==> config.mk <==
export PLATFORM = sky130hd
export DESIGN_NAME = raycast_wall_column_texel_gen_core_flat
export DESIGN_NICKNAME = d
export VERILOG_FILES = /design/src/hdl/rcwc_pkg.sv /design/src/hdl/rcwc_if.sv /design/src/hdl/rcwc_div.sv /design/src/hdl/rcwc_ctrl.sv /design/src/hdl/rcwc_dp.sv /design/src/hdl/raycast_wall_column_texel_gen_core.sv /design/src/flat_wrapper.sv
export SDC_FILE = /design/constraint.sdc
export NUM_CORES = 2
export LEC_CHECK = 0
export ABC_AREA = 0
export BUFFER_PORTS_ARGS = -buffer_cell sky130_fd_sc_hd__buf_2
export CAP_MARGIN = 10
export CORE_MARGIN = 2
export CORE_UTILIZATION = 35
export CTS_BUF_LIST = sky130_fd_sc_hd__clkbuf_8
export CTS_CLUSTER_SIZE = 8
export DETAILED_ROUTE_END_ITERATION = 6
export GPL_TIMING_DRIVEN = 0
export SYNTH_ARGS = -nofsm -noshare
export SYNTH_HDL_FRONTEND = slang
export SYNTH_SLANG_ARGS = --single-unit
==> constraint.sdc <==
create_clock -name clk -period 13.7 [get_ports clk]
set_clock_uncertainty 0.05 [all_clocks]
set_input_delay 2.055 -clock clk [delete_from_list [all_inputs] [get_ports clk]]
set_output_delay 2.055 -clock clk [all_outputs]
set_load 0.1 [all_outputs]
==> src/hdl/rcwc_pkg.sv <==
package rcwc_pkg;

	// screen and texture geometry
	localparam int SCREEN_HEIGHT = 512;
	localparam int TEX_SIZE      = 64;
	localparam int TEX_W         = $clog2(TEX_SIZE);

	// field widths
	localparam int COL_W   = 10;
	localparam int ROW_W   = 10;
	localparam int Y_W     = 9;
	localparam int DIST_W  = 24;
	localparam int DIR_W   = 21;
	localparam int PLAY_W  = 24;
	localparam int PITCH_W = 10;
	localparam int SIDE_W  = 2;
	localparam int KIND_W  = 4;
	localparam int MODE_W  = 2;
	localparam int SEL_W   = 3;
	localparam int RGB_W   = 24;
	localparam int FRAC_W  = 16;
	localparam int STEP_W  = 24;
	localparam int TPOS_W  = 32;

	// divider: both numerators are constants
	localparam longint H_NUM    = longint'(SCREEN_HEIGHT) << FRAC_W;
	localparam longint STEP_NUM = longint'(TEX_SIZE) << FRAC_W;
	localparam int     DIV_W    = $clog2(H_NUM) + 1;
	localparam int     CNT_W    = $clog2(DIV_W + 1);
	localparam int     SPAN_W   = DIV_W + 2;

	// operation codes
	localparam logic OP_START = 1'b0;
	localparam logic OP_TICK  = 1'b1;

	// texture modes
	localparam logic [MODE_W-1:0] MODE_FLAT = 2'd0;
	localparam logic [MODE_W-1:0] MODE_KIND = 2'd2;

	// cell kinds with their own texture
	localparam logic [KIND_W-1:0] KIND_WALL_A = 4'd2;
	localparam logic [KIND_W-1:0] KIND_WALL_B = 4'd3;
	localparam logic [KIND_W-1:0] KIND_DOOR   = 4'd4;
	localparam logic [SEL_W-1:0]  TEX_WALL_A  = 3'd4;
	localparam logic [SEL_W-1:0]  TEX_WALL_B  = 3'd5;
	localparam logic [SEL_W-1:0]  TEX_DOOR    = 3'd6;

	localparam logic [RGB_W-1:0] FACE_RGB [4] = '{
		24'h23aa23, 24'ha2aa77, 24'h882288, 24'h1277aa
	};

	typedef enum logic [4:0] {
		ST_IDLE  = 5'b00001,
		ST_DIV_H = 5'b00010,
		ST_SPAN  = 5'b00100,
		ST_DIV_S = 5'b01000,
		ST_POS   = 5'b10000
	} state_t;

	typedef struct packed {
		logic load;
		logic take_h;
		logic span;
		logic take_step;
		logic pos;
		logic tick;
	} ctrl_cmd_t;

	typedef struct packed {
		logic div_done;
		logic out_full;
	} ctrl_sts_t;

endpackage

==> src/hdl/rcwc_if.sv <==
interface rcwc_col_if;
	logic                                 valid;
	logic                                 ready;
	logic                                 operation;
	logic [rcwc_pkg::COL_W-1:0]           column;
	logic [rcwc_pkg::DIST_W-1:0]          perp_dist;
	logic signed [rcwc_pkg::DIR_W-1:0]    ray_dir_x;
	logic signed [rcwc_pkg::DIR_W-1:0]    ray_dir_y;
	logic [rcwc_pkg::PLAY_W-1:0]          player_x;
	logic [rcwc_pkg::PLAY_W-1:0]          player_y;
	logic signed [rcwc_pkg::PITCH_W-1:0]  pitch;
	logic [rcwc_pkg::SIDE_W-1:0]          side;
	logic [rcwc_pkg::KIND_W-1:0]          cell_kind;

	modport source (output valid, operation, column, perp_dist, ray_dir_x, ray_dir_y,
		player_x, player_y, pitch, side, cell_kind, input ready);
	modport sink (input valid, operation, column, perp_dist, ray_dir_x, ray_dir_y,
		player_x, player_y, pitch, side, cell_kind, output ready);
endinterface

interface rcwc_pix_if;
	logic                        valid;
	logic                        ready;
	logic [rcwc_pkg::COL_W-1:0]  pixel_x;
	logic [rcwc_pkg::Y_W-1:0]    pixel_y;
	logic                        use_texture;
	logic [rcwc_pkg::RGB_W-1:0]  flat_color;
	logic [rcwc_pkg::SEL_W-1:0]  texture_select;
	logic [rcwc_pkg::TEX_W-1:0]  texel_x;
	logic [rcwc_pkg::TEX_W-1:0]  texel_y;
	logic                        darken;
	logic                        last_pixel;

	modport source (output valid, pixel_x, pixel_y, use_texture, flat_color,
		texture_select, texel_x, texel_y, darken, last_pixel, input ready);
	modport sink (input valid, pixel_x, pixel_y, use_texture, flat_color,
		texture_select, texel_x, texel_y, darken, last_pixel, output ready);
endinterface

==> src/hdl/rcwc_div.sv <==
module rcwc_div (
	input  logic                       clk,
	input  logic                       arst_n,
	input  logic                       start,
	input  logic [rcwc_pkg::DIV_W-1:0] num,
	input  logic [rcwc_pkg::DIV_W-1:0] den,
	output logic [rcwc_pkg::DIV_W-1:0] quo,
	output logic                       done
);

	logic                       busy_q;
	logic                       done_q;
	logic [rcwc_pkg::CNT_W-1:0] cnt_q;
	logic [rcwc_pkg::DIV_W-1:0] rem_q;
	logic [rcwc_pkg::DIV_W-1:0] quo_q;
	logic [rcwc_pkg::DIV_W-1:0] den_q;
	logic [rcwc_pkg::DIV_W:0]   trial;
	logic [rcwc_pkg::DIV_W:0]   diff;
	logic                       ge;

	// one restoring step per cycle, quotient bits shift in at the bottom
	always_comb begin
		trial = {rem_q, quo_q[rcwc_pkg::DIV_W-1]};
		diff  = trial - {1'b0, den_q};
		ge    = trial >= {1'b0, den_q};
	end

	always_ff @(posedge clk or negedge arst_n) begin
		if (!arst_n) begin
			busy_q <= 1'b0;
			done_q <= 1'b0;
			cnt_q  <= '0;
		end else begin
			done_q <= 1'b0;
			if (start) begin
				busy_q <= 1'b1;
				cnt_q  <= rcwc_pkg::CNT_W'(rcwc_pkg::DIV_W);
			end else if (busy_q) begin
				cnt_q <= cnt_q - 1'b1;
				if (cnt_q == rcwc_pkg::CNT_W'(1)) begin
					busy_q <= 1'b0;
					done_q <= 1'b1;
				end
			end
		end
	end

	always_ff @(posedge clk) begin
		if (start) begin
			rem_q <= '0;
			quo_q <= num;
			den_q <= den;
		end else if (busy_q) begin
			rem_q <= ge ? diff[rcwc_pkg::DIV_W-1:0] : trial[rcwc_pkg::DIV_W-1:0];
			quo_q <= {quo_q[rcwc_pkg::DIV_W-2:0], ge};
		end
	end

	assign quo  = quo_q;
	assign done = done_q;

endmodule

==> src/hdl/rcwc_ctrl.sv <==
module rcwc_ctrl (
	input  logic                 clk,
	input  logic                 arst_n,
	input  logic                 in_valid,
	input  logic                 in_operation,
	output logic                 in_ready,
	input  rcwc_pkg::ctrl_sts_t  sts,
	output rcwc_pkg::ctrl_cmd_t  cmd
);

	rcwc_pkg::state_t state_q;
	rcwc_pkg::state_t state_d;
	logic             accept;

	always_comb begin
		in_ready = (state_q == rcwc_pkg::ST_IDLE) && !sts.out_full;
		accept   = in_valid && in_ready;

		cmd           = '0;
		cmd.load      = accept && (in_operation == rcwc_pkg::OP_START);
		cmd.tick      = accept && (in_operation == rcwc_pkg::OP_TICK);
		cmd.take_h    = (state_q == rcwc_pkg::ST_DIV_H) && sts.div_done;
		cmd.span      = (state_q == rcwc_pkg::ST_SPAN);
		cmd.take_step = (state_q == rcwc_pkg::ST_DIV_S) && sts.div_done;
		cmd.pos       = (state_q == rcwc_pkg::ST_POS);

		state_d = state_q;
		case (state_q)
			rcwc_pkg::ST_IDLE:  if (cmd.load) state_d = rcwc_pkg::ST_DIV_H;
			rcwc_pkg::ST_DIV_H: if (sts.div_done) state_d = rcwc_pkg::ST_SPAN;
			rcwc_pkg::ST_SPAN:  state_d = rcwc_pkg::ST_DIV_S;
			rcwc_pkg::ST_DIV_S: if (sts.div_done) state_d = rcwc_pkg::ST_POS;
			rcwc_pkg::ST_POS:   state_d = rcwc_pkg::ST_IDLE;
			default:            state_d = rcwc_pkg::ST_IDLE;
		endcase
	end

	always_ff @(posedge clk or negedge arst_n) begin
		if (!arst_n) begin
			state_q <= rcwc_pkg::ST_IDLE;
		end else begin
			state_q <= state_d;
		end
	end

endmodule

==> src/hdl/rcwc_dp.sv <==
module rcwc_dp (
	input  logic                              clk,
	input  logic                              arst_n,
	input  rcwc_pkg::ctrl_cmd_t               cmd,
	output rcwc_pkg::ctrl_sts_t               sts,
	input  logic                              cfg_we,
	input  logic [rcwc_pkg::MODE_W-1:0]       cfg_wdata,
	rcwc_col_if.sink                          col_in,
	rcwc_pix_if.source                        pix_out
);

	// configuration and column state
	logic [rcwc_pkg::MODE_W-1:0]  mode_q;
	logic                         active_q;
	logic [rcwc_pkg::COL_W-1:0]   cur_column_q;
	logic [rcwc_pkg::ROW_W-1:0]   cur_row_q;
	logic [rcwc_pkg::ROW_W-1:0]   end_row_q;
	logic [rcwc_pkg::TEX_W-1:0]   tex_column_q;
	logic [rcwc_pkg::TPOS_W-1:0]  tex_position_q;
	logic [rcwc_pkg::STEP_W-1:0]  tex_step_q;
	logic [rcwc_pkg::SIDE_W-1:0]  hit_side_q;
	logic [rcwc_pkg::SEL_W-1:0]   tex_choice_q;

	// set-up operands and intermediates
	logic [rcwc_pkg::DIST_W-1:0]         dist_q;
	logic signed [rcwc_pkg::DIR_W-1:0]   dx_q;
	logic signed [rcwc_pkg::DIR_W-1:0]   dy_q;
	logic [rcwc_pkg::PLAY_W-1:0]         px_q;
	logic [rcwc_pkg::PLAY_W-1:0]         py_q;
	logic signed [rcwc_pkg::PITCH_W-1:0] pitch_q;
	logic [rcwc_pkg::DIV_W-1:0]          h_q;
	logic signed [rcwc_pkg::SPAN_W-1:0]  term_q;
	logic [rcwc_pkg::ROW_W-1:0]          start_q;
	logic [rcwc_pkg::ROW_W-1:0]          end_q;
	logic                                span_ok_q;

	// output register
	logic                         out_valid_q;
	logic [rcwc_pkg::COL_W-1:0]   out_x_q;
	logic [rcwc_pkg::Y_W-1:0]     out_y_q;
	logic                         out_tex_q;
	logic [rcwc_pkg::RGB_W-1:0]   out_rgb_q;
	logic [rcwc_pkg::SEL_W-1:0]   out_sel_q;
	logic [rcwc_pkg::TEX_W-1:0]   out_tx_q;
	logic [rcwc_pkg::TEX_W-1:0]   out_ty_q;
	logic                         out_dark_q;
	logic                         out_last_q;

	// divider
	logic                         div_start;
	logic [rcwc_pkg::DIV_W-1:0]   div_num;
	logic [rcwc_pkg::DIV_W-1:0]   div_den;
	logic [rcwc_pkg::DIV_W-1:0]   div_quo;
	logic                         div_done;
	logic [rcwc_pkg::DIST_W-1:0]  dist_fix;

	// span logic
	logic signed [rcwc_pkg::SPAN_W-1:0]  half_lo;
	logic signed [rcwc_pkg::SPAN_W-1:0]  half_hi;
	logic signed [rcwc_pkg::SPAN_W-1:0]  base_row;
	logic signed [rcwc_pkg::SPAN_W-1:0]  start_raw;
	logic signed [rcwc_pkg::SPAN_W-1:0]  end_raw;
	logic signed [rcwc_pkg::SPAN_W-1:0]  start_c;
	logic signed [rcwc_pkg::SPAN_W-1:0]  end_c;
	logic signed [rcwc_pkg::SPAN_W-1:0]  term_c;

	// wall hit column
	logic signed [rcwc_pkg::DIR_W-1:0]                  dir_sel;
	logic signed [rcwc_pkg::DIR_W-1:0]                  dir_mir;
	logic [rcwc_pkg::PLAY_W-1:0]                        play_sel;
	logic signed [rcwc_pkg::DIST_W+rcwc_pkg::DIR_W:0]   wall_prod;
	logic [rcwc_pkg::TPOS_W-1:0]                        wall_frac;
	logic [rcwc_pkg::TEX_W-1:0]                         tx_raw;
	logic                                               mirror;

	// texel start position and step
	logic signed [rcwc_pkg::SPAN_W+rcwc_pkg::STEP_W:0]  pos_prod;
	logic [rcwc_pkg::STEP_W-1:0]                        step_sat;

	// pixel tick
	logic                         emit;
	logic                         last;
	logic [rcwc_pkg::ROW_W:0]     row_inc;
	logic [rcwc_pkg::TPOS_W:0]    rnd_pos;
	logic [rcwc_pkg::TPOS_W:0]    rnd_mag;
	logic [rcwc_pkg::TPOS_W:0]    rnd_neg;
	logic [rcwc_pkg::TEX_W-1:0]   ty;

	assign dist_fix  = (col_in.perp_dist == '0) ? rcwc_pkg::DIST_W'(1) : col_in.perp_dist;
	assign div_start = cmd.load || cmd.span;
	assign div_num   = cmd.load ? rcwc_pkg::DIV_W'(rcwc_pkg::H_NUM)
		: rcwc_pkg::DIV_W'(rcwc_pkg::STEP_NUM);
	assign div_den   = cmd.load ? rcwc_pkg::DIV_W'(dist_fix) : h_q;

	rcwc_div u_div (
		.clk    (clk),
		.arst_n (arst_n),
		.start  (div_start),
		.num    (div_num),
		.den    (div_den),
		.quo    (div_quo),
		.done   (div_done)
	);

	always_comb begin
		half_lo   = rcwc_pkg::SPAN_W'(h_q >> 1);
		half_hi   = rcwc_pkg::SPAN_W'(({1'b0, h_q} + (rcwc_pkg::DIV_W+1)'(1)) >> 1);
		base_row  = rcwc_pkg::SPAN_W'(rcwc_pkg::SCREEN_HEIGHT / 2)
			+ rcwc_pkg::SPAN_W'(pitch_q);
		start_raw = base_row - half_hi;
		end_raw   = base_row + half_lo;
		start_c   = (start_raw < 0) ? '0 : start_raw;
		end_c     = (end_raw >= rcwc_pkg::SPAN_W'(rcwc_pkg::SCREEN_HEIGHT))
			? rcwc_pkg::SPAN_W'(rcwc_pkg::SCREEN_HEIGHT - 1) : end_raw;
		term_c    = start_c - base_row + half_lo;

		// x faces sample the y coordinate of the hit and the other way round
		dir_sel   = (hit_side_q <= 2'd1) ? dy_q : dx_q;
		dir_mir   = (hit_side_q <= 2'd1) ? dx_q : dy_q;
		play_sel  = (hit_side_q <= 2'd1) ? py_q : px_q;
		wall_prod = $signed({1'b0, dist_q}) * dir_sel;
		wall_frac = {play_sel[rcwc_pkg::FRAC_W-1:0], rcwc_pkg::FRAC_W'(0)}
			+ wall_prod[rcwc_pkg::TPOS_W-1:0];
		tx_raw    = wall_frac[rcwc_pkg::TPOS_W-1 -: rcwc_pkg::TEX_W];
		mirror    = !dir_mir[rcwc_pkg::DIR_W-1] && (dir_mir != '0);

		pos_prod  = term_q * $signed({1'b0, tex_step_q});
		step_sat  = (div_quo > rcwc_pkg::DIV_W'({rcwc_pkg::STEP_W{1'b1}}))
			? '1 : div_quo[rcwc_pkg::STEP_W-1:0];
	end

	always_comb begin
		emit    = cmd.tick && active_q;
		row_inc = {1'b0, cur_row_q} + (rcwc_pkg::ROW_W+1)'(1);
		last    = row_inc >= {1'b0, end_row_q};

		// round half away from zero, then wrap to the texture height
		rnd_pos = {1'b0, tex_position_q} + (rcwc_pkg::TPOS_W+1)'(1 << (rcwc_pkg::FRAC_W - 1));
		rnd_mag = (rcwc_pkg::TPOS_W+1)'(0)
			- {tex_position_q[rcwc_pkg::TPOS_W-1], tex_position_q}
			+ (rcwc_pkg::TPOS_W+1)'(1 << (rcwc_pkg::FRAC_W - 1));
		rnd_neg = (rcwc_pkg::TPOS_W+1)'(0) - (rnd_mag >> rcwc_pkg::FRAC_W);
		ty      = tex_position_q[rcwc_pkg::TPOS_W-1]
			? rnd_neg[rcwc_pkg::TEX_W-1:0]
			: rnd_pos[rcwc_pkg::FRAC_W +: rcwc_pkg::TEX_W];
	end

	always_ff @(posedge clk or negedge arst_n) begin
		if (!arst_n) begin
			mode_q         <= rcwc_pkg::MODE_FLAT;
			active_q       <= 1'b0;
			cur_column_q   <= '0;
			cur_row_q      <= '0;
			end_row_q      <= '0;
			tex_column_q   <= '0;
			tex_position_q <= '0;
			tex_step_q     <= '0;
			hit_side_q     <= '0;
			tex_choice_q   <= '0;
			out_valid_q    <= 1'b0;
		end else begin
			if (cfg_we) begin
				mode_q <= cfg_wdata;
			end
			if (cmd.load) begin
				active_q     <= 1'b0;
				cur_column_q <= col_in.column;
				hit_side_q   <= col_in.side;
				case (col_in.cell_kind)
					rcwc_pkg::KIND_WALL_A: tex_choice_q <= rcwc_pkg::TEX_WALL_A;
					rcwc_pkg::KIND_WALL_B: tex_choice_q <= rcwc_pkg::TEX_WALL_B;
					rcwc_pkg::KIND_DOOR:   tex_choice_q <= rcwc_pkg::TEX_DOOR;
					default:               tex_choice_q <= rcwc_pkg::SEL_W'(col_in.side);
				endcase
			end
			if (cmd.span) begin
				tex_column_q <= mirror ? ~tx_raw : tx_raw;
			end
			if (cmd.take_step) begin
				tex_step_q <= step_sat;
			end
			if (cmd.pos) begin
				tex_position_q <= pos_prod[rcwc_pkg::TPOS_W-1:0];
				if (span_ok_q) begin
					active_q  <= 1'b1;
					cur_row_q <= start_q;
					end_row_q <= end_q;
				end
			end
			if (emit) begin
				cur_row_q <= row_inc[rcwc_pkg::ROW_W-1:0];
				if (last) begin
					active_q <= 1'b0;
				end
				// flat pixels leave the texel position where it is
				if (mode_q != rcwc_pkg::MODE_FLAT) begin
					tex_position_q <= tex_position_q + rcwc_pkg::TPOS_W'(tex_step_q);
				end
			end
			if (emit) begin
				out_valid_q <= 1'b1;
			end else if (pix_out.ready) begin
				out_valid_q <= 1'b0;
			end
		end
	end

	always_ff @(posedge clk) begin
		if (cmd.load) begin
			dist_q  <= dist_fix;
			dx_q    <= col_in.ray_dir_x;
			dy_q    <= col_in.ray_dir_y;
			px_q    <= col_in.player_x;
			py_q    <= col_in.player_y;
			pitch_q <= col_in.pitch;
		end
		if (cmd.take_h) begin
			h_q <= div_quo;
		end
		if (cmd.span) begin
			term_q    <= term_c;
			start_q   <= start_c[rcwc_pkg::ROW_W-1:0];
			end_q     <= end_c[rcwc_pkg::ROW_W-1:0];
			span_ok_q <= (h_q != '0) && (start_c < end_c);
		end
		if (emit) begin
			out_x_q    <= cur_column_q;
			out_y_q    <= cur_row_q[rcwc_pkg::Y_W-1:0];
			out_last_q <= last;
			if (mode_q == rcwc_pkg::MODE_FLAT) begin
				out_tex_q  <= 1'b0;
				out_rgb_q  <= rcwc_pkg::FACE_RGB[hit_side_q];
				out_sel_q  <= '0;
				out_tx_q   <= '0;
				out_ty_q   <= '0;
				out_dark_q <= 1'b0;
			end else begin
				out_tex_q  <= 1'b1;
				out_rgb_q  <= '0;
				out_sel_q  <= (mode_q == rcwc_pkg::MODE_KIND) ? tex_choice_q
					: rcwc_pkg::SEL_W'(hit_side_q);
				out_tx_q   <= tex_column_q;
				out_ty_q   <= ty;
				out_dark_q <= (hit_side_q == 2'd1) || (hit_side_q == 2'd2);
			end
		end
	end

	assign sts.div_done = div_done;
	assign sts.out_full = out_valid_q && !pix_out.ready;

	assign pix_out.valid          = out_valid_q;
	assign pix_out.pixel_x        = out_x_q;
	assign pix_out.pixel_y        = out_y_q;
	assign pix_out.use_texture    = out_tex_q;
	assign pix_out.flat_color     = out_rgb_q;
	assign pix_out.texture_select = out_sel_q;
	assign pix_out.texel_x        = out_tx_q;
	assign pix_out.texel_y        = out_ty_q;
	assign pix_out.darken         = out_dark_q;
	assign pix_out.last_pixel     = out_last_q;

`ifndef NO_ASSERTIONS
	a_last_ends_column: assert property (@(posedge clk) disable iff (!arst_n)
		(out_valid_q && out_last_q) |-> !active_q)
		else $error("column still active after its last pixel");

	a_row_below_end: assert property (@(posedge clk) disable iff (!arst_n)
		active_q |-> (cur_row_q < end_row_q))
		else $error("active column has no row left");

	a_no_overwrite: assert property (@(posedge clk) disable iff (!arst_n)
		(cmd.tick && out_valid_q) |-> pix_out.ready)
		else $error("tick taken while a stalled pixel waits");
`endif

endmodule

==> src/hdl/raycast_wall_column_texel_gen_core.sv <==
// Textured wall column generator for a grid raycaster. A start transfer
// (operation 0) carries one ray hit; in set-up one shared restoring divider,
// one quotient bit per cycle over 26 bits, first gives the line height from
// the wall distance, then the texel step from the line height, with the span
// clamp and texel column between and the texel start position after. col_in
// is not ready during set-up. After that every tick transfer (operation 1)
// yields one pixel of the column, one per cycle while pix_out is taken,
// with a registered output so a new tick is taken in the same cycle the
// previous pixel leaves. A tick with no column open, or a column whose span
// is empty, gives no pixel. The user must write texture_mode through
// cfg_we/cfg_wdata only while the block is idle; the block does not enforce it.
module raycast_wall_column_texel_gen_core (
	input  logic                         clk,
	input  logic                         arst_n,
	input  logic                         cfg_we,
	input  logic [rcwc_pkg::MODE_W-1:0]  cfg_wdata,
	rcwc_col_if.sink                     col_in,
	rcwc_pix_if.source                   pix_out
);

	// command and status between sequencer and datapath
	rcwc_pkg::ctrl_cmd_t cmd;
	rcwc_pkg::ctrl_sts_t sts;
	logic                in_ready;

	// sequencer: gates transfers and steps the set-up through the divider
	rcwc_ctrl u_ctrl (
		.clk          (clk),
		.arst_n       (arst_n),
		.in_valid     (col_in.valid),
		.in_operation (col_in.operation),
		.in_ready     (in_ready),
		.sts          (sts),
		.cmd          (cmd)
	);

	// datapath: column state, divider, span math and pixel output register
	rcwc_dp u_dp (
		.clk       (clk),
		.arst_n    (arst_n),
		.cmd       (cmd),
		.sts       (sts),
		.cfg_we    (cfg_we),
		.cfg_wdata (cfg_wdata),
		.col_in    (col_in),
		.pix_out   (pix_out)
	);

	assign col_in.ready = in_ready;

endmodule
==> src/flat_wrapper.sv <==
// flat-port wrapper written by rule: the top's interface ports become plain ports
module raycast_wall_column_texel_gen_core_flat 
  (clk, arst_n, cfg_we, cfg_wdata, col_in_valid, col_in_operation, col_in_column, col_in_perp_dist, col_in_ray_dir_x, col_in_ray_dir_y, col_in_player_x, col_in_player_y, col_in_pitch, col_in_side, col_in_cell_kind, col_in_ready, pix_out_valid, pix_out_pixel_x, pix_out_pixel_y, pix_out_use_texture, pix_out_flat_color, pix_out_texture_select, pix_out_texel_x, pix_out_texel_y, pix_out_darken, pix_out_last_pixel, pix_out_ready);
  rcwc_col_if col_in_i ();
  rcwc_pix_if pix_out_i ();
  input  logic clk;
  input  logic arst_n;
  input  logic cfg_we;
  input  logic [rcwc_pkg::MODE_W-1:0] cfg_wdata;
  input wire logic [$bits(col_in_i.valid)-1:0] col_in_valid;
  input wire logic [$bits(col_in_i.operation)-1:0] col_in_operation;
  input wire logic [$bits(col_in_i.column)-1:0] col_in_column;
  input wire logic [$bits(col_in_i.perp_dist)-1:0] col_in_perp_dist;
  input wire logic [$bits(col_in_i.ray_dir_x)-1:0] col_in_ray_dir_x;
  input wire logic [$bits(col_in_i.ray_dir_y)-1:0] col_in_ray_dir_y;
  input wire logic [$bits(col_in_i.player_x)-1:0] col_in_player_x;
  input wire logic [$bits(col_in_i.player_y)-1:0] col_in_player_y;
  input wire logic [$bits(col_in_i.pitch)-1:0] col_in_pitch;
  input wire logic [$bits(col_in_i.side)-1:0] col_in_side;
  input wire logic [$bits(col_in_i.cell_kind)-1:0] col_in_cell_kind;
  output wire logic [$bits(col_in_i.ready)-1:0] col_in_ready;
  output wire logic [$bits(pix_out_i.valid)-1:0] pix_out_valid;
  output wire logic [$bits(pix_out_i.pixel_x)-1:0] pix_out_pixel_x;
  output wire logic [$bits(pix_out_i.pixel_y)-1:0] pix_out_pixel_y;
  output wire logic [$bits(pix_out_i.use_texture)-1:0] pix_out_use_texture;
  output wire logic [$bits(pix_out_i.flat_color)-1:0] pix_out_flat_color;
  output wire logic [$bits(pix_out_i.texture_select)-1:0] pix_out_texture_select;
  output wire logic [$bits(pix_out_i.texel_x)-1:0] pix_out_texel_x;
  output wire logic [$bits(pix_out_i.texel_y)-1:0] pix_out_texel_y;
  output wire logic [$bits(pix_out_i.darken)-1:0] pix_out_darken;
  output wire logic [$bits(pix_out_i.last_pixel)-1:0] pix_out_last_pixel;
  input wire logic [$bits(pix_out_i.ready)-1:0] pix_out_ready;
  assign col_in_i.valid = col_in_valid;
  assign col_in_i.operation = col_in_operation;
  assign col_in_i.column = col_in_column;
  assign col_in_i.perp_dist = col_in_perp_dist;
  assign col_in_i.ray_dir_x = col_in_ray_dir_x;
  assign col_in_i.ray_dir_y = col_in_ray_dir_y;
  assign col_in_i.player_x = col_in_player_x;
  assign col_in_i.player_y = col_in_player_y;
  assign col_in_i.pitch = col_in_pitch;
  assign col_in_i.side = col_in_side;
  assign col_in_i.cell_kind = col_in_cell_kind;
  assign col_in_ready = col_in_i.ready;
  assign pix_out_valid = pix_out_i.valid;
  assign pix_out_pixel_x = pix_out_i.pixel_x;
  assign pix_out_pixel_y = pix_out_i.pixel_y;
  assign pix_out_use_texture = pix_out_i.use_texture;
  assign pix_out_flat_color = pix_out_i.flat_color;
  assign pix_out_texture_select = pix_out_i.texture_select;
  assign pix_out_texel_x = pix_out_i.texel_x;
  assign pix_out_texel_y = pix_out_i.texel_y;
  assign pix_out_darken = pix_out_i.darken;
  assign pix_out_last_pixel = pix_out_i.last_pixel;
  assign pix_out_i.ready = pix_out_ready;
  raycast_wall_column_texel_gen_core u_core (.clk(clk), .arst_n(arst_n), .cfg_we(cfg_we), .cfg_wdata(cfg_wdata), .col_in(col_in_i), .pix_out(pix_out_i));
endmodule
-- Yosys cells after proc, flatten, opt, wreduce, memory -nomap -nowiden
Cells that the tools add are included.
- flip-flop bits (word level): 435
- output and inout bits: 63
- logic and storage cells: 157
- add/sub/neg operators: 15
- $mul: 2
- magnitude comparators: 8
- equal/unequal tests: 15
- muxes and demuxes: 45
- bitwise gates (word level): 4
- reductions and logical operators: 28
- operators by type and width (kind ; number):
    $mux 24 ; 5
    $mux 26 ; 4
    $mux 32 ; 3
    $mux 28 ; 2
    $bmux 24 s2 ; 1
    $add 22x16->22 const B ; 2
    $mux 21 ; 2
    $add 32x24->32 ; 1
    $add 32x32->32 ; 1
    $mul 25x21->32 ; 1
    $mul 28x25->32 ; 1
    $mux 10 ; 3
    $add 28x26->28 ; 1
    $lt 28x1->1 const B ; 1
    $lt 28x28->1 ; 1
    $sub 11x27->28 ; 1
    $sub 28x11->28 ; 1
    $add 11x26->27 ; 1
    $add 26x1->27 const B ; 1
    $ge 27x11->1 const B ; 1
    $ge 27x26->1 ; 1
    $gt 26x24->1 const B ; 1
    $reduce_bool 26->1 ; 1
    $sub 26x26->26 ; 1
    38 further kinds ; 79

-- Longest topological paths before layout
- depth in word-level cells: 11
- gate-level depth with buffers: 33
- gate-level depth less buffers: 32

-- Worst setup path before layout
Ideal clock, no wire load.
- path type: input to register
- from: input port pix_out_ready
- to: register u_core.u_dp.dist_q[0] (netlist bit) (enable)
- setup time: 0.515 ns
- arrival: 9.199 ns
- required time: 13.135 ns
- setup slack: 3.936 ns
- cell stages on the path: 6
- buffers on the path: 1
- path through: nor2b_1 > nor4b_1 > nand2_1 > or2_2 > inv_2 > clkbuf_1
- RTL lines (item ; RTL line ; text):
    start, declared ; flat_wrapper.sv:32 ; input wire logic [$bits(pix_out_i.ready)-1:0] pix_out_ready;
    end signal, assigned ; rcwc_dp.sv:210 ; dist_q <= dist_fix;
    end, declared ; rcwc_dp.sv:25 ; logic [rcwc_pkg::DIST_W-1:0] dist_q;

-- Worst setup path in the final report
- from: register u_core.u_dp.hit_side_q[1] (netlist bit)
- to: register u_core.u_dp.tex_column_q[5] (netlist bit)
- longest elaborated chain between the ends: 6
- elaborated cells between the ends (all ways): 11
- those cells by class: add/sub (1); mul (1); order compare (1); mux (4); bitwise (1); reduce/logical (3)
- RTL lines (item ; RTL line ; text):
    start, declared ; rcwc_dp.sv:21 ; logic [rcwc_pkg::SIDE_W-1:0] hit_side_q;
    start signal, assigned ; rcwc_dp.sv:168 ; hit_side_q <= col_in.side;
    $le 2x1->1 * ; rcwc_dp.sv:118, rcwc_dp.sv:119, rcwc_dp.sv:120 ;
    $mux 21 ; rcwc_dp.sv:118 ; dir_sel = (hit_side_q <= 2'd1) ? dy_q : dx_q;
    $mul 25x21->32 ; rcwc_dp.sv:121 ; wall_prod = $signed({1'b0, dist_q}) * dir_sel;
    $add 32x32->32 ; rcwc_dp.sv:123 ; + wall_prod[rcwc_pkg::TPOS_W-1:0];
    $not 6->6 ; rcwc_dp.sv:177 ; tex_column_q <= mirror ? ~tx_raw : tx_raw;
    $mux 6 * ; rcwc_dp.sv:177 ;
    end signal, assigned ; rcwc_dp.sv:177 ;
    end, declared ; rcwc_dp.sv:18 ; logic [rcwc_pkg::TEX_W-1:0] tex_column_q;
Every way passes the cells marked *; elsewhere a longest branch is shown, timed or not.
A chain may end at the register's enable or synchronous reset.

==> results.toml <==
[sta]
slew_viol_final = 0
finalHoldViolCount = 0
clock.fmax_mhz = 84.5
report.final.setup_viol = 0
tightest_slew_ns = 1.24
grt_setup_unrepaired = "no"
period_minus_slack_ns = 11.83
setup_tns_ns = 0
max-slew-margin-rel_pct = 16.7
post-route-period-util_pct = 86.4

[synth]
syn_area_per_cell_um2 = 9.45
yosys_warnings = 0
synth_edf_count = 281
async_flop_share_pct = 26.9
ys_types = 86
ys_top_cells_by_count = "1036 x inv_1, 772 x fa_1, 746 x nand2_1, 409 x ha_1, 374 x and2_1"
yosys-top-cells-area = "fa_1 29%, edfxtp_1 16%, ha_1 9.7%, inv_1 7.4%, dfrtp_1 5.3%"
synth-seq-cells = 420
ys_seq_area_share_pct = 22.4
synth_top_area_share_pct = 29.4
synth_flop_cell = "edfxtp_1"
synth_area_leader_cell = "fa_1"
synth_most_common_cell = "inv_1"
mappedNetlistArea_um2 = 52600
syn_inst = 5559

[route]
ant_nets = 0
wl_um = 157000
drt_iter0_drc = 2929
wl_per_cell_um = 19.8
drt_pass1_iterations = 5
drc = 0
vias = 39335
avgViaCountPerCell = 4.96

[floorplanning]
initial_core_util_pct = 35.2
rows = 142
num_io_pins = 211
coreArea_um2 = 149000
die-area_um2 = 153000
die_x_um = 391
die_h_um = 391

[worst_hold_path]
hp-class = "reg2reg"
min_from = "u_core.u_dp.end_q[5]$_DFFE_PN_"

[power]
sw_frac_of_total_pct = 50.6
internal-power_w = 0.00732
switchingPower_w = 0.00750
power_frac_comb_pct = 81.0
power_density_nw_per_um2 = 257
power_frac_seq_pct = 10.8
clock_power_share_pct = 8.2
finalPower_w = 0.0148
leakage_nw = 27.5
ir_worst_vdd_uv = 1050

[grt]
grt_pass1_vias = 40703
gr-total-overflow = 0
grt_pass1_wl_um = 241000
antenna_found_initial = 13
grt_usage_pct = 20.6
grt_max_degree = 72

[clock_network]
cts_resized = 0
postCtsSetupBuffers = 0
cts.sink_count = 420
cts_buffers = 79
postCtsHoldBufs = 0
clk_latency_ns = 0.72
cts_tree = "yes"
cts_root_buffer = "clkbuf_8"
htreeDepth = 3
cts.clk_slew.worst_paths_ns = 0.06
clk_path_buf_depth = 3

[setup_path]
slowest_stage = "mux2i_1"
crit_type = "reg2reg"
cp_max_fo = 10
startpoint = "u_core.u_dp.hit_side_q[1]$_DFFE_PN0P_"
cp-end-kind = "flop"
critical_path_buf_inv_count = 10
max_stage_delay_ns = 0.96
crit_path_start_kind = "flop"
cpLargestDelayFamily = "adder cells"
reg2reg_from = "u_core.u_dp.hit_side_q[1]$_DFFE_PN0P_"
arrival_ns = 12.31
worstPathRequired_ns = 14.18
path_common_cell = "fa_1"

[placement]
portBuffers = 192
dp_hpwl_um = 130000
placed_cell_area_um2 = 56200
gp_congestion = 0.936

[outcome]
status = "finished, final reports clean"

[cells_and_area]
utilization_pct = 38.7
area.growth.synth_to_final_pct = 9.91
nNetsFinal = 7170
drive_gt1_share_pct = 6.89
final_area_um2 = 57800

[run]
cap_violations = 0
==> state kept, by name, indices dropped and copies added, names as in the netlist, 6 cells and up <==
signal                          count
u_core.u_dp.tex_position_q         32
u_core.u_dp.start_q                10
u_core.u_dp.dist_q                 24
u_core.u_dp.tex_column_q            6
u_core.u_dp.pix_out.texel_y         6
u_core.u_dp.u_div.rem_q            26
u_core.u_dp.cur_column_q           10
u_core.u_dp.u_div.den_q            26
u_core.u_dp.h_q                    26
u_core.u_dp.px_q                   16
u_core.u_dp.u_div.quo              26
u_core.u_dp.cur_row_q              10
u_core.u_dp.end_q                  10
u_core.u_dp.py_q                   16
u_core.u_dp.pix_out.pixel_y         9
u_core.u_dp.pix_out.pixel_x        10
u_core.u_dp.term_q                 28
u_core.u_dp.dx_q                   21
u_core.u_dp.pitch_q                10
u_core.u_dp.pix_out.flat_color      9
u_core.u_dp.pix_out.texel_x         6
u_core.u_dp.dy_q                   21
u_core.u_dp.tex_step_q             24
u_core.u_dp.end_row_q              10
==> cells in the final DEF (no fill, tap or decap), types with 171 or more instances in the layout <==
master,synthesis,routed
nor2_1,213,212
fa_1,772,772
ha_1,409,408
o21ai_0,171,171
xnor2_1,184,184
inv_1,1036,1068
and2_1,374,374
clkbuf_1,237,235
nand2_1,746,746
edfxtp_1,281,281
buf_2,2,193
==> per-stage QoR <==
stage               cells  worst slack [ns]  hold slack, ns
floorplan            5562              3.94           0.365
global placement     7770              1.87           0.376
detailed placement   7775              1.78           0.380
CTS                  7921              1.74           0.365
global route         7926              1.45           0.404
finish               7931              1.87           0.380
==> worst paths after layout <==
path	end	slack [ns]	depth (start not counted)
hold reg to reg	u_core.u_dp.end_row_q[5]$_DFFE_PN0P_	0.38	2
setup / recovery	u_core.u_dp.tex_column_q[5]$_DFFE_PN0N_	1.87	32
hold / removal	u_core.u_dp.end_row_q[5]$_DFFE_PN0P_	0.38	2
min in group asynchronous	u_core.u_dp.u_div.busy_q$_DFF_PN0_	1.25	1
setup reg to reg	u_core.u_dp.tex_column_q[5]$_DFFE_PN0N_	1.87	32
max in group asynchronous	u_core.u_dp.tex_step_q[10]$_DFFE_PN0P_	11.51	2
==> logic make-up (layout without fill, tap and decap cells) <==
group	after synthesis	count (layout)	synth area share, %
buffers and inverters	1305	1649	9.46
XOR/XNOR	253	253	4.22
multiplexers	68	68	1.39
flip-flops	420	420	22.4
AO/OA/AOI/OAI	625	625	7.68
other	1	13	0.00714
adder cells (fa/ha/maj)	1181	1181	39.1
AND/OR/NAND/NOR	1706	1706	15.7
==> power groups by stage <==
stage	clock (W)	combinational [W]	sequential [W]
CTS	0.00125	0.0120	0.00160
floorplan	0	0.00871	0.00158
global placement	0	0.0117	0.00163
global route	0.00130	0.0139	0.00162
finish	0.00121	0.0120	0.00161
detailed placement	0	0.0119	0.00163
==> final cells by class <==
type,count,area [um^2]
Inverter,1038,3900
Antenna cell,9,22.5
Timing Repair Buffer,198,1100
Tap cell,2016,2520
Multi-Input combinational cell,3837,35800
Clock buffer,88,1210
Sequential cell,420,11800
Clock inverter,58,323
Buffer,267,1080
Fill cell,14893,91700
==> worst min-delay path, cell delays in order (launching register included) <==
cell and delay [ns]:
edfxtp_1 0.32, nand2_1 0.04, o21ai_0 0.06
==> layer usage <==
metal | routed length, um | GRT usage [%] | up-vias
met3 | 10500 | 3.17 | 237
met2 | 71700 | 32.9 | 1306
met1 | 69400 | 28.5 | 19755
li1 | - | - | 18029
met4 | 5350 | 6.71 | 8
met5 | 45 | 0 | -
(Power assumes the default switching activity.)
